### config.mk
export PLATFORM = sky130hd
export DESIGN_NAME = integer_to_radix_text_flat
export DESIGN_NICKNAME = d
export VERILOG_FILES = /design/src/rtxt_pkg.sv /design/src/rtxt_if.sv /design/src/rtxt_front.sv /design/src/rtxt_fifo.sv /design/src/rtxt_back.sv /design/src/integer_to_radix_text.sv /design/src/flat_wrapper.sv
export SDC_FILE = /design/constraint.sdc
export NUM_CORES = 1
export LEC_CHECK = 0
export ABC_AREA = 0
export BUFFER_PORTS_ARGS = -buffer_cell sky130_fd_sc_hd__buf_2
export CORE_ASPECT_RATIO = 1.2
export CORE_MARGIN = 4
export CORE_UTILIZATION = 35
export DETAILED_ROUTE_END_ITERATION = 12
export PLACE_DENSITY = 0.61
export SLEW_MARGIN = 10
export SYNTH_ARGS = -nofsm -noshare
export SYNTH_HDL_FRONTEND = slang
export SYNTH_HIERARCHICAL = 1
export SYNTH_SLANG_ARGS = --single-unit
### constraint.sdc
create_clock -name clk_i -period 18.6 [get_ports clk_i]
set_clock_uncertainty 0.15 [all_clocks]
set_input_delay 4.65 -clock clk_i [delete_from_list [all_inputs] [get_ports clk_i]]
set_output_delay 4.65 -clock clk_i [all_outputs]
set_load 0.005 [all_outputs]
### src/rtxt_pkg.sv
`timescale 1ns / 1ps
// ----------------------------------------------------------------------------
// rtxt_pkg: shared types and constants for the radix text formatter
// Character codes, configuration register indexes and the state encoding
// of the digit engine.
// ----------------------------------------------------------------------------
package rtxt_pkg;

  // Characters that may never serve as digit symbols
  localparam logic [7:0] MINUS_CHAR = 8'h2D;
  localparam logic [7:0] PLUS_CHAR  = 8'h2B;

  // Configuration data and radix widths
  localparam int CFG_DATA_W = 64;
  localparam int RADIX_W    = 5;

  // Dividend bits retired per cycle by the long division step
  localparam int STEP_BITS = 8;
  // Partial remainder trial width (remainder below 16, one extra bit, plus margin)
  localparam int TRIAL_W   = 6;

  // Configuration register indexes
  typedef enum logic [1:0] {
    CFG_SYMBOLS_LOW  = 2'd0,
    CFG_SYMBOLS_HIGH = 2'd1,
    CFG_SYMBOL_COUNT = 2'd2
  } cfg_idx_e;

  // Digit engine states
  typedef enum logic [2:0] {
    ST_IDLE,
    ST_DIVIDE,
    ST_SIGN,
    ST_READ,
    ST_SEND
  } back_state_e;

endpackage

### src/rtxt_if.sv
`timescale 1ns / 1ps
// ----------------------------------------------------------------------------
// rtxt_if: channel interfaces of the radix text formatter
// Value input, character output and configuration write channels, each with
// a valid/ready handshake.
// ----------------------------------------------------------------------------

// Signed value requests
interface rtxt_in_if #(
  parameter int VALUE_BITS = 32
);
  logic                         valid;
  logic                         ready;
  logic signed [VALUE_BITS-1:0] value;

  modport source (output valid, output value, input ready);
  modport sink   (input valid, input value, output ready);
endinterface

// Character results
interface rtxt_out_if;
  logic       valid;
  logic       ready;
  logic [7:0] out_char;
  logic       last;

  modport source (output valid, output out_char, output last, input ready);
  modport sink   (input valid, input out_char, input last, output ready);
endinterface

// Register writes
interface rtxt_cfg_if;
  logic                              valid;
  logic                              ready;
  rtxt_pkg::cfg_idx_e                index;
  logic [rtxt_pkg::CFG_DATA_W-1:0]   data;

  modport source (output valid, output index, output data, input ready);
  modport sink   (input valid, input index, input data, output ready);
endinterface

### src/rtxt_front.sv
`timescale 1ns / 1ps
// ----------------------------------------------------------------------------
// rtxt_front: configuration registers and request classification
// Holds the symbol table and radix, checks the table, and turns each valid
// request into a sign flag and magnitude for the digit engine queue.
// ----------------------------------------------------------------------------
module rtxt_front #(
  parameter int MAX_SYMBOLS = 16,
  parameter int VALUE_BITS  = 32
) (
  input  logic                              clk_i,
  input  logic                              rst_ni,
  rtxt_cfg_if.sink                          cfg_i,
  rtxt_in_if.sink                           in_i,
  output logic                              push_valid_o,
  input  logic                              push_ready_i,
  output logic [VALUE_BITS:0]               push_data_o,
  output logic [MAX_SYMBOLS-1:0][7:0]       sym_o,
  output logic [rtxt_pkg::RADIX_W-1:0]      radix_o
);

  localparam int LOW_N = (MAX_SYMBOLS < 8) ? MAX_SYMBOLS : 8;

  logic [MAX_SYMBOLS-1:0][7:0]         sym_q;
  logic [rtxt_pkg::RADIX_W-1:0]        radix_q;
  logic                                bad_sym;
  logic                                table_ok;
  logic                                neg;
  logic [VALUE_BITS-1:0]               raw;
  logic [VALUE_BITS-1:0]               mag;

  // Register writes; only the symbol bytes that can be in use are kept
  assign cfg_i.ready = 1'b1;

  always_ff @(posedge clk_i or negedge rst_ni) begin
    if (!rst_ni) begin
      sym_q   <= '0;
      radix_q <= '0;
    end else if (cfg_i.valid) begin
      unique case (cfg_i.index)
        rtxt_pkg::CFG_SYMBOLS_LOW: begin
          for (int n = 0; n < LOW_N; n++) begin
            sym_q[n] <= cfg_i.data[8*n +: 8];
          end
        end
        rtxt_pkg::CFG_SYMBOLS_HIGH: begin
          for (int n = 8; n < MAX_SYMBOLS; n++) begin
            sym_q[n] <= cfg_i.data[8*(n-8) +: 8];
          end
        end
        rtxt_pkg::CFG_SYMBOL_COUNT: begin
          radix_q <= cfg_i.data[rtxt_pkg::RADIX_W-1:0];
        end
        default: begin
        end
      endcase
    end
  end

  // Symbol table check: no sign characters, no duplicates among used symbols
  always_comb begin
    bad_sym = 1'b0;
    for (int i = 0; i < MAX_SYMBOLS; i++) begin
      if (rtxt_pkg::RADIX_W'(i) < radix_q) begin
        if (sym_q[i] == rtxt_pkg::MINUS_CHAR || sym_q[i] == rtxt_pkg::PLUS_CHAR) begin
          bad_sym = 1'b1;
        end
        for (int j = i + 1; j < MAX_SYMBOLS; j++) begin
          if (rtxt_pkg::RADIX_W'(j) < radix_q && sym_q[i] == sym_q[j]) begin
            bad_sym = 1'b1;
          end
        end
      end
    end
  end

  assign table_ok = !bad_sym && (radix_q >= rtxt_pkg::RADIX_W'(2)) &&
                    (radix_q <= rtxt_pkg::RADIX_W'(MAX_SYMBOLS));

  // Sign and magnitude; the most negative value maps onto its own bit pattern
  assign raw = in_i.value;
  assign neg = raw[VALUE_BITS-1];
  assign mag = neg ? (~raw + VALUE_BITS'(1)) : raw;

  // A request under a bad table is taken and dropped
  assign in_i.ready   = push_ready_i;
  assign push_valid_o = in_i.valid && table_ok;
  assign push_data_o  = {neg, mag};

  assign sym_o   = sym_q;
  assign radix_o = radix_q;

endmodule

### src/rtxt_fifo.sv
`timescale 1ns / 1ps
// ----------------------------------------------------------------------------
// rtxt_fifo: two-entry queue between classifier and digit engine
// Lets the front take a new request while the engine is still busy.
// ----------------------------------------------------------------------------
module rtxt_fifo #(
  parameter int WIDTH = 33
) (
  input  logic             clk_i,
  input  logic             rst_ni,
  input  logic             push_valid_i,
  output logic             push_ready_o,
  input  logic [WIDTH-1:0] push_data_i,
  output logic             pop_valid_o,
  input  logic             pop_ready_i,
  output logic [WIDTH-1:0] pop_data_o
);

  logic [WIDTH-1:0] mem_q [2];
  logic             wr_ptr_q;
  logic             rd_ptr_q;
  logic [1:0]       count_q;
  logic             do_push;
  logic             do_pop;

  assign push_ready_o = (count_q != 2'd2);
  assign pop_valid_o  = (count_q != 2'd0);
  assign pop_data_o   = mem_q[rd_ptr_q];
  assign do_push      = push_valid_i && push_ready_o;
  assign do_pop       = pop_valid_o && pop_ready_i;

  // Entry storage
  always_ff @(posedge clk_i) begin
    if (do_push) begin
      mem_q[wr_ptr_q] <= push_data_i;
    end
  end

  // Pointers and fill level
  always_ff @(posedge clk_i or negedge rst_ni) begin
    if (!rst_ni) begin
      wr_ptr_q <= 1'b0;
      rd_ptr_q <= 1'b0;
      count_q  <= 2'd0;
    end else begin
      if (do_push) begin
        wr_ptr_q <= ~wr_ptr_q;
      end
      if (do_pop) begin
        rd_ptr_q <= ~rd_ptr_q;
      end
      if (do_push && !do_pop) begin
        count_q <= count_q + 2'd1;
      end else if (do_pop && !do_push) begin
        count_q <= count_q - 2'd1;
      end
    end
  end

endmodule

### src/rtxt_back.sv
`timescale 1ns / 1ps
// ----------------------------------------------------------------------------
// rtxt_back: digit engine
// Long division by the radix, eight dividend bits per cycle, pushes each
// remainder on a digit stack, then pops the stack into the output register
// behind an optional minus sign.
// ----------------------------------------------------------------------------
module rtxt_back #(
  parameter int MAX_SYMBOLS = 16,
  parameter int VALUE_BITS  = 32
) (
  input  logic                          clk_i,
  input  logic                          rst_ni,
  input  logic                          pop_valid_i,
  output logic                          pop_ready_o,
  input  logic [VALUE_BITS:0]           pop_data_i,
  input  logic [MAX_SYMBOLS-1:0][7:0]   sym_i,
  input  logic [rtxt_pkg::RADIX_W-1:0]  radix_i,
  rtxt_out_if.source                    out_o
);

  localparam int SYM_W  = $clog2(MAX_SYMBOLS);
  localparam int CHUNKS = (VALUE_BITS + rtxt_pkg::STEP_BITS - 1) / rtxt_pkg::STEP_BITS;
  localparam int PAD_W  = CHUNKS * rtxt_pkg::STEP_BITS;
  localparam int CH_W   = (CHUNKS > 1) ? $clog2(CHUNKS) : 1;
  localparam int PTR_W  = $clog2(VALUE_BITS);
  localparam int CNT_W  = $clog2(VALUE_BITS + 1);

  rtxt_pkg::back_state_e state_q, state_d;

  logic [PAD_W-1:0]   work_q, work_d;
  logic [SYM_W-1:0]   rem_q, rem_d;
  logic [CH_W-1:0]    chunk_q, chunk_d;
  logic [CNT_W-1:0]   cnt_q, cnt_d;
  logic               neg_q, neg_d;
  logic [SYM_W-1:0]   rd_q;
  logic [SYM_W-1:0]   stack_q [VALUE_BITS];
  logic               out_valid_q, out_valid_d;
  logic [7:0]         out_char_q, out_char_d;
  logic               out_last_q, out_last_d;

  logic [PAD_W-1:0]             div_work;
  logic [SYM_W-1:0]             div_rem;
  logic [rtxt_pkg::TRIAL_W-1:0] trial;
  logic                         last_chunk;
  logic                         div_done;
  logic                         load_ok;
  logic                         stack_we;
  logic                         rd_en;
  logic [PTR_W-1:0]             wr_addr;
  logic [PTR_W-1:0]             rd_addr;

  // One division step: eight restoring bits, quotient shifts in from the bottom
  always_comb begin
    div_work = work_q;
    div_rem  = rem_q;
    trial    = '0;
    for (int k = 0; k < rtxt_pkg::STEP_BITS; k++) begin
      trial    = rtxt_pkg::TRIAL_W'({div_rem, div_work[PAD_W-1]});
      div_work = {div_work[PAD_W-2:0], 1'b0};
      if (trial >= rtxt_pkg::TRIAL_W'(radix_i)) begin
        trial       = trial - rtxt_pkg::TRIAL_W'(radix_i);
        div_work[0] = 1'b1;
      end
      div_rem = trial[SYM_W-1:0];
    end
  end

  assign last_chunk = (chunk_q == CH_W'(CHUNKS - 1));
  assign div_done   = (div_work == '0) || (cnt_q == CNT_W'(VALUE_BITS - 1));
  assign load_ok    = !out_valid_q || out_o.ready;
  assign wr_addr    = cnt_q[PTR_W-1:0];
  assign rd_addr    = PTR_W'(cnt_q - CNT_W'(1));

  // Next state
  always_comb begin
    state_d = state_q;
    unique case (state_q)
      rtxt_pkg::ST_IDLE: begin
        if (pop_valid_i) begin
          state_d = rtxt_pkg::ST_DIVIDE;
        end
      end
      rtxt_pkg::ST_DIVIDE: begin
        if (last_chunk && div_done) begin
          state_d = neg_q ? rtxt_pkg::ST_SIGN : rtxt_pkg::ST_READ;
        end
      end
      rtxt_pkg::ST_SIGN: begin
        if (load_ok) begin
          state_d = rtxt_pkg::ST_READ;
        end
      end
      rtxt_pkg::ST_READ: begin
        state_d = rtxt_pkg::ST_SEND;
      end
      rtxt_pkg::ST_SEND: begin
        if (load_ok) begin
          state_d = (cnt_q == '0) ? rtxt_pkg::ST_IDLE : rtxt_pkg::ST_READ;
        end
      end
      default: begin
        state_d = rtxt_pkg::ST_IDLE;
      end
    endcase
  end

  // Datapath and output register control
  always_comb begin
    work_d      = work_q;
    rem_d       = rem_q;
    chunk_d     = chunk_q;
    cnt_d       = cnt_q;
    neg_d       = neg_q;
    stack_we    = 1'b0;
    rd_en       = 1'b0;
    pop_ready_o = (state_q == rtxt_pkg::ST_IDLE);
    out_valid_d = out_valid_q && !out_o.ready;
    out_char_d  = out_char_q;
    out_last_d  = out_last_q;
    unique case (state_q)
      rtxt_pkg::ST_IDLE: begin
        if (pop_valid_i) begin
          work_d  = PAD_W'(pop_data_i[VALUE_BITS-1:0]);
          neg_d   = pop_data_i[VALUE_BITS];
          rem_d   = '0;
          chunk_d = '0;
          cnt_d   = '0;
        end
      end
      rtxt_pkg::ST_DIVIDE: begin
        work_d = div_work;
        if (last_chunk) begin
          stack_we = 1'b1;
          cnt_d    = cnt_q + CNT_W'(1);
          rem_d    = '0;
          chunk_d  = '0;
        end else begin
          rem_d   = div_rem;
          chunk_d = chunk_q + CH_W'(1);
        end
      end
      rtxt_pkg::ST_SIGN: begin
        if (load_ok) begin
          out_valid_d = 1'b1;
          out_char_d  = rtxt_pkg::MINUS_CHAR;
          out_last_d  = 1'b0;
        end
      end
      rtxt_pkg::ST_READ: begin
        rd_en = 1'b1;
        cnt_d = cnt_q - CNT_W'(1);
      end
      rtxt_pkg::ST_SEND: begin
        if (load_ok) begin
          out_valid_d = 1'b1;
          out_char_d  = sym_i[rd_q];
          out_last_d  = (cnt_q == '0);
        end
      end
      default: begin
      end
    endcase
  end

  // Digit stack, registered read
  always_ff @(posedge clk_i) begin
    if (stack_we) begin
      stack_q[wr_addr] <= div_rem;
    end
    if (rd_en) begin
      rd_q <= stack_q[rd_addr];
    end
  end

  // Control and working registers
  always_ff @(posedge clk_i or negedge rst_ni) begin
    if (!rst_ni) begin
      state_q     <= rtxt_pkg::ST_IDLE;
      out_valid_q <= 1'b0;
      cnt_q       <= '0;
      chunk_q     <= '0;
      work_q      <= '0;
      neg_q       <= 1'b0;
    end else begin
      state_q     <= state_d;
      out_valid_q <= out_valid_d;
      cnt_q       <= cnt_d;
      chunk_q     <= chunk_d;
      work_q      <= work_d;
      neg_q       <= neg_d;
    end
  end

  // Remainder and output payload
  always_ff @(posedge clk_i) begin
    rem_q      <= rem_d;
    out_char_q <= out_char_d;
    out_last_q <= out_last_d;
  end

  assign out_o.valid    = out_valid_q;
  assign out_o.out_char = out_char_q;
  assign out_o.last     = out_last_q;

endmodule

### src/integer_to_radix_text.sv
`timescale 1ns / 1ps
// ----------------------------------------------------------------------------
// integer_to_radix_text: signed integer to text in a configurable radix
// Prints each value as characters, most significant digit first.
// ----------------------------------------------------------------------------
// Usage:
//   cfg_i  : register writes (symbols low, symbols high, symbol count); always
//            ready. Write only while no request is in flight.
//   in_i   : one signed value per request. A request is taken whenever the
//            two-entry queue has room; under a bad symbol table it is dropped.
//   out_o  : one character per result, last set on the final digit. A
//            negative value starts with '-'.
// Flow: the engine takes a request from the queue, then finds each digit by
//   long division over the whole dividend (eight dividend bits a cycle), then
//   sends the sign, if any, and each digit character by a stack read and an
//   output load. A queued request starts dividing while the last character
//   of the one before still waits in the output register.
// Reset: clears the control registers, the queue and the output valid flag;
//   the digit stack, remainder and output payload need no clearing. A
//   stalled receiver holds the output register and the engine waits,
//   while the queue keeps taking requests until full.
// ----------------------------------------------------------------------------
module integer_to_radix_text #(
  parameter int MAX_SYMBOLS = 16,
  parameter int VALUE_BITS  = 32
) (
  input  logic        clk_i,
  input  logic        rst_ni,
  rtxt_cfg_if.sink    cfg_i,
  rtxt_in_if.sink     in_i,
  rtxt_out_if.source  out_o
);

  logic                                push_valid;
  logic                                push_ready;
  logic [VALUE_BITS:0]                 push_data;
  logic                                pop_valid;
  logic                                pop_ready;
  logic [VALUE_BITS:0]                 pop_data;
  logic [MAX_SYMBOLS-1:0][7:0]         sym;
  logic [rtxt_pkg::RADIX_W-1:0]        radix;

  // Register file and request classification
  rtxt_front #(
    .MAX_SYMBOLS (MAX_SYMBOLS),
    .VALUE_BITS  (VALUE_BITS)
  ) u_front (
    .clk_i        (clk_i),
    .rst_ni       (rst_ni),
    .cfg_i        (cfg_i),
    .in_i         (in_i),
    .push_valid_o (push_valid),
    .push_ready_i (push_ready),
    .push_data_o  (push_data),
    .sym_o        (sym),
    .radix_o      (radix)
  );

  // Decoupling queue
  rtxt_fifo #(
    .WIDTH (VALUE_BITS + 1)
  ) u_fifo (
    .clk_i        (clk_i),
    .rst_ni       (rst_ni),
    .push_valid_i (push_valid),
    .push_ready_o (push_ready),
    .push_data_i  (push_data),
    .pop_valid_o  (pop_valid),
    .pop_ready_i  (pop_ready),
    .pop_data_o   (pop_data)
  );

  // Digit engine and output register
  rtxt_back #(
    .MAX_SYMBOLS (MAX_SYMBOLS),
    .VALUE_BITS  (VALUE_BITS)
  ) u_back (
    .clk_i       (clk_i),
    .rst_ni      (rst_ni),
    .pop_valid_i (pop_valid),
    .pop_ready_o (pop_ready),
    .pop_data_i  (pop_data),
    .sym_i       (sym),
    .radix_i     (radix),
    .out_o       (out_o)
  );

endmodule

### src/flat_wrapper.sv
// flat-port wrapper written by rule: the top's interface ports become plain ports
module integer_to_radix_text_flat 
#(
  parameter int MAX_SYMBOLS = 16,
  parameter int VALUE_BITS  = 32
)
  (clk_i, rst_ni, cfg_i_valid, cfg_i_index, cfg_i_data, cfg_i_ready, in_i_valid, in_i_value, in_i_ready, out_o_valid, out_o_out_char, out_o_last, out_o_ready);
  rtxt_cfg_if cfg_i_i ();
  rtxt_in_if #(.VALUE_BITS(VALUE_BITS)) in_i_i ();
  rtxt_out_if out_o_i ();
  input  logic clk_i;
  input  logic rst_ni;
  input wire logic [$bits(cfg_i_i.valid)-1:0] cfg_i_valid;
  input wire logic [$bits(cfg_i_i.index)-1:0] cfg_i_index;
  input wire logic [$bits(cfg_i_i.data)-1:0] cfg_i_data;
  output wire logic [$bits(cfg_i_i.ready)-1:0] cfg_i_ready;
  input wire logic [$bits(in_i_i.valid)-1:0] in_i_valid;
  input wire logic [$bits(in_i_i.value)-1:0] in_i_value;
  output wire logic [$bits(in_i_i.ready)-1:0] in_i_ready;
  output wire logic [$bits(out_o_i.valid)-1:0] out_o_valid;
  output wire logic [$bits(out_o_i.out_char)-1:0] out_o_out_char;
  output wire logic [$bits(out_o_i.last)-1:0] out_o_last;
  input wire logic [$bits(out_o_i.ready)-1:0] out_o_ready;
  assign cfg_i_i.valid = cfg_i_valid;
  assign cfg_i_i.index = cfg_i_index;
  assign cfg_i_i.data = cfg_i_data;
  assign cfg_i_ready = cfg_i_i.ready;
  assign in_i_i.valid = in_i_valid;
  assign in_i_i.value = in_i_value;
  assign in_i_ready = in_i_i.ready;
  assign out_o_valid = out_o_i.valid;
  assign out_o_out_char = out_o_i.out_char;
  assign out_o_last = out_o_i.last;
  assign out_o_i.ready = out_o_ready;
  integer_to_radix_text #(.MAX_SYMBOLS(MAX_SYMBOLS), .VALUE_BITS(VALUE_BITS)) u_core (.clk_i(clk_i), .rst_ni(rst_ni), .cfg_i(cfg_i_i), .in_i(in_i_i), .out_o(out_o_i));
endmodule
==> metrics.md <==
| Metric | Value |
|---|---|
| Status | complete, no violations |
| RePlAce Congestion | 0.978 |
| Filler cells | 8670 |
| Hold-fix buffers, CTS | 0 |
| Initial Util | 35.3% |
| Vias/cell | 5.85 |
| Post-Syn Nets | 3173 |
| Fin area | 34800 um^2 |
| Via count | 24500 |
| Synthesized area per cell | 10.5 um^2 |
| XOR/XNOR Fraction of Synth Area | 28.6% |
| Max-slew violations | 0 |
| Initial antenna violation count | 17 |
| Crit path kind | reg2reg |
| DR iter-0 viols | 2915 |
| Slowest cell on crit path | dfrtp_1 |
| Flip-flop and latch area | 10900 um^2 |
| Worst slew margin | 12.6% |
| Main area contributors after synthesis | xnor2_1 (23%), edfxtp_1 (20%), dfrtp_1 (14%) |
| Detailed Routing Iterations Pass 1 | 6 |
| Final setup viols | 0 |
| CTS tree | yes |
| Seq/Total Area, Yosys | 34.5% |
| Min-Delay Startpoint | u_core/u_fifo/rd_ptr_q |
| Worst-Skew Late Latency | 0.59 ns |
| Chip height | 337 um |
| Final WL | 108000 um |
| # DRC | 0 |
| Hold Path Cell Cnt | 1 |
| PortBufs | 113 |
| CTS H-tree lvls | 2 |
| CP endpoint kind | flop |
| Reg2reg start | u_core/u_front/radix_o[1] |
| # Post-CTS Setup Buffers | 0 |
| Syn Std Cell Area | 31500 um^2 |
| Async SR Flop Fraction | 46.3% |
| Synth cell types | 76 |
| CORE AREA | 89300 um^2 |
| Critical Path RT | 18.69 ns |
| Worst Tran Pin Value | 1.30 ns |
| Crit path DAT | 13.38 ns |
| HPWL after DPL | 70300 um |
| Critical path startpoint category | flop |
| Commonest cells post-synth | xnor2_1 (815), clkbuf_1 (261), xor2_1 (216) |
| Synthesis-to-layout area growth | 10.2% |
| Multi-input logic area | 19100 um^2 |
| Ports | 115 |
| Clock tree sinks | 393 |
| Num CTS Buffers | 44 |
| Post-synthesis compound-gate area fraction | 5.02% |
| Simple-gate share of the synthesized area | 11.6% |
| CTS clk-pin slew, worst paths | 0.06 ns |
| FP Rows | 120 |
| Largest net degree at the start of global routing | 67 |
| Die area | 95000 um^2 |
| Vias in the first global route | 24200 |
| Gr ovfl total | 0 |
| Worst hold-check path type | reg2reg |
| CP Max Fanout | 32 |
| Mapped Cells | 3015 |
| CTS resizes | 0 |
| Die Wd | 282 um |
| Nets | 3143 |
| Routed Antenna Nets | 0 |
| Synth warnings | 6 |
| # Max-Cap Violations | 0 |
| Worst Hold End | u_core/u_fifo/rd_ptr_q |
| Final hold vios | 0 |
| Cell taking the most area after synthesis | xnor2_1 |
| Achievable frequency | 75.2 MHz |
| Synth top area share | 22.6% |
| Pre-CTS WS | 5.41 ns |
| Synth Area in Adders | 2.37% |
| Post-synth EDFFs | 211 |
| Clock Tree Buf Depth | 3 |
| Top_reg_cell synth | edfxtp_1 |
| Post-synthesis register bit count | 393 |
| Share of cells above drive strength 1 | 19.4% |
| Unrepaired setup endpoints after global routing | false |
| Worst R2R Setup Slack | 5.31 ns |
| Final Cycle Share | 71.5% |
| Clk root buf | clkbuf_16 |
| CP max stage delay | 0.95 ns |
| GRT Overall Usage | 22.1% |
| Multiplexer share of the synthesized area | 12.9% |
| Reg2Reg Depth | 47 |
| FF-to-FF End | u_core/u_back/stack_q[31][3] |
| First-pass GRT wire length | 159000 um |
| Min Tclk post-route | 13.29 ns |
| Sum Neg Setup Slack | 0 ns |
| Placed cell area | 33300 um^2 |
| Post-route setup slack | 5.31 ns |
| Final Util | 38.9% |
| Most frequent cell after synthesis | xnor2_1 |
| Most used cell, CP | ha_1 |
| Main combinational cell family by area after synthesis | XOR/XNOR gates |
| Routed length per instance | 25.9 um |
state kept, by name, summed over array words and instances, names as in the netlist, 4 cells and up:
signal and cells:
u_core/u_back/cnt_q 6, u_core/u_back/rem_q 4, u_core/u_front/sym_o 128, u_core/u_front/radix_o 5, u_core/u_back/work_q 32, u_core/u_back/out_o.out_char 8, u_core/u_back/rd_q 4, u_core/u_fifo/mem_q 66
u_core/u_back/stack_q 128
metrics by stage:
| stage | hold slack, ns | instances |
|---|---|---|
| 2_1_floorplan | 0.296 | 3015 |
| 3_3_place_gp | 0.323 | 4098 |
| 3_5_place_dp | 0.337 | 4098 |
| 4_1_cts | 0.345 | 4178 |
| 5_1_grt | 0.351 | 4178 |
| 6_report | 0.342 | 4184 |
kinds of logic (layout without fill, tap and decap cells):
kind of cell / Yosys count / after routing
adders and majority gates: 55 / 55
AOI/OAI and AO/OA: 242 / 242
and+or+nand+nor: 655 / 655
muxes: 263 / 263
buffers and inverters: 375 / 379
other: 1 / 7
DFF: 393 / 393
xor gates and xnor gates: 1031 / 1031
final cells by class:
type                    count  area share (%)
clock buffers              57            3.39
well taps                1159            4.17
repair buffers            256            4.74
flip-flops and latches    393            31.3
diodes                      6          0.0432
multi-input cells        2247            55.0
clock inverters            23           0.828
inverters                  43           0.464
metal layers:
layer / vias to the layer above / GRT usage, % / routed length [um]
met5: - / 0 / 71
met4: 12 / 12.2 / 7070
met3: 473 / 5.42 / 10800
met2: 1419 / 35.5 / 49100
met1: 12000 / 27.4 / 41100
li1: 10600 / - / -
critical path, delay by kind of cell, from the launching register on:
family                     cells  cell delay (ns)
muxes                          4             1.60
buffers and inverters          6             0.87
and+or+nand+nor                8             1.66
DFF                            1             0.95
adders and majority gates      8             2.56
AOI/OAI and AO/OA             21             5.10
cells in the final DEF (no fill, tap or decap), types with 6 or more instances in the layout:
cell type    n
o31ai_1     11
mux4_1      30
a21oi_1     47
a22oi_1      9
xor2_1     216
nor2_1     101
o22ai_1     31
nor2b_1     11
clkbuf_16   44
clkinv_2     7
o41ai_1      6
ha_1        47
fa_1         8
o21ai_0     38
nand3_1     32
or3_1        8
inv_1       42
nor4_1      92
diode_2      6
a31oi_1     35
nand4_1    186
nand4b_1    13
a21o_1      15
dfrtp_1    180
clkbuf_1    10
mux2_4      29
nand2b_1    14
mux4_2      50
nor3_1      79
mux2_2     150
nand2_1     70
xnor2_1    815
clkinv_1     6
buf_4      143
buf_2      112
edfxtp_1   211
worst max path at each step:
stage                                    to  slack [ns]                 startpoint  cells past startpoint
3_3_place_gp    u_core/u_back/stack_q[0][3]        5.53  u_core/u_front/radix_o[1]                     47
5_1_grt        u_core/u_back/stack_q[29][3]        4.25  u_core/u_front/radix_o[1]                     46
6_report       u_core/u_back/stack_q[31][3]        5.31  u_core/u_front/radix_o[1]                     47
4_1_cts        u_core/u_back/stack_q[29][3]        5.36  u_core/u_front/radix_o[1]                     47
3_5_place_dp    u_core/u_back/stack_q[5][3]        5.41  u_core/u_front/radix_o[1]                     47
2_1_floorplan   u_core/u_back/stack_q[0][2]        7.01  u_core/u_front/radix_o[1]                     49
Power is left out: the tool's default activity adds up to more than one toggle a clock period on the data nets, which glitch-free logic cannot reach.
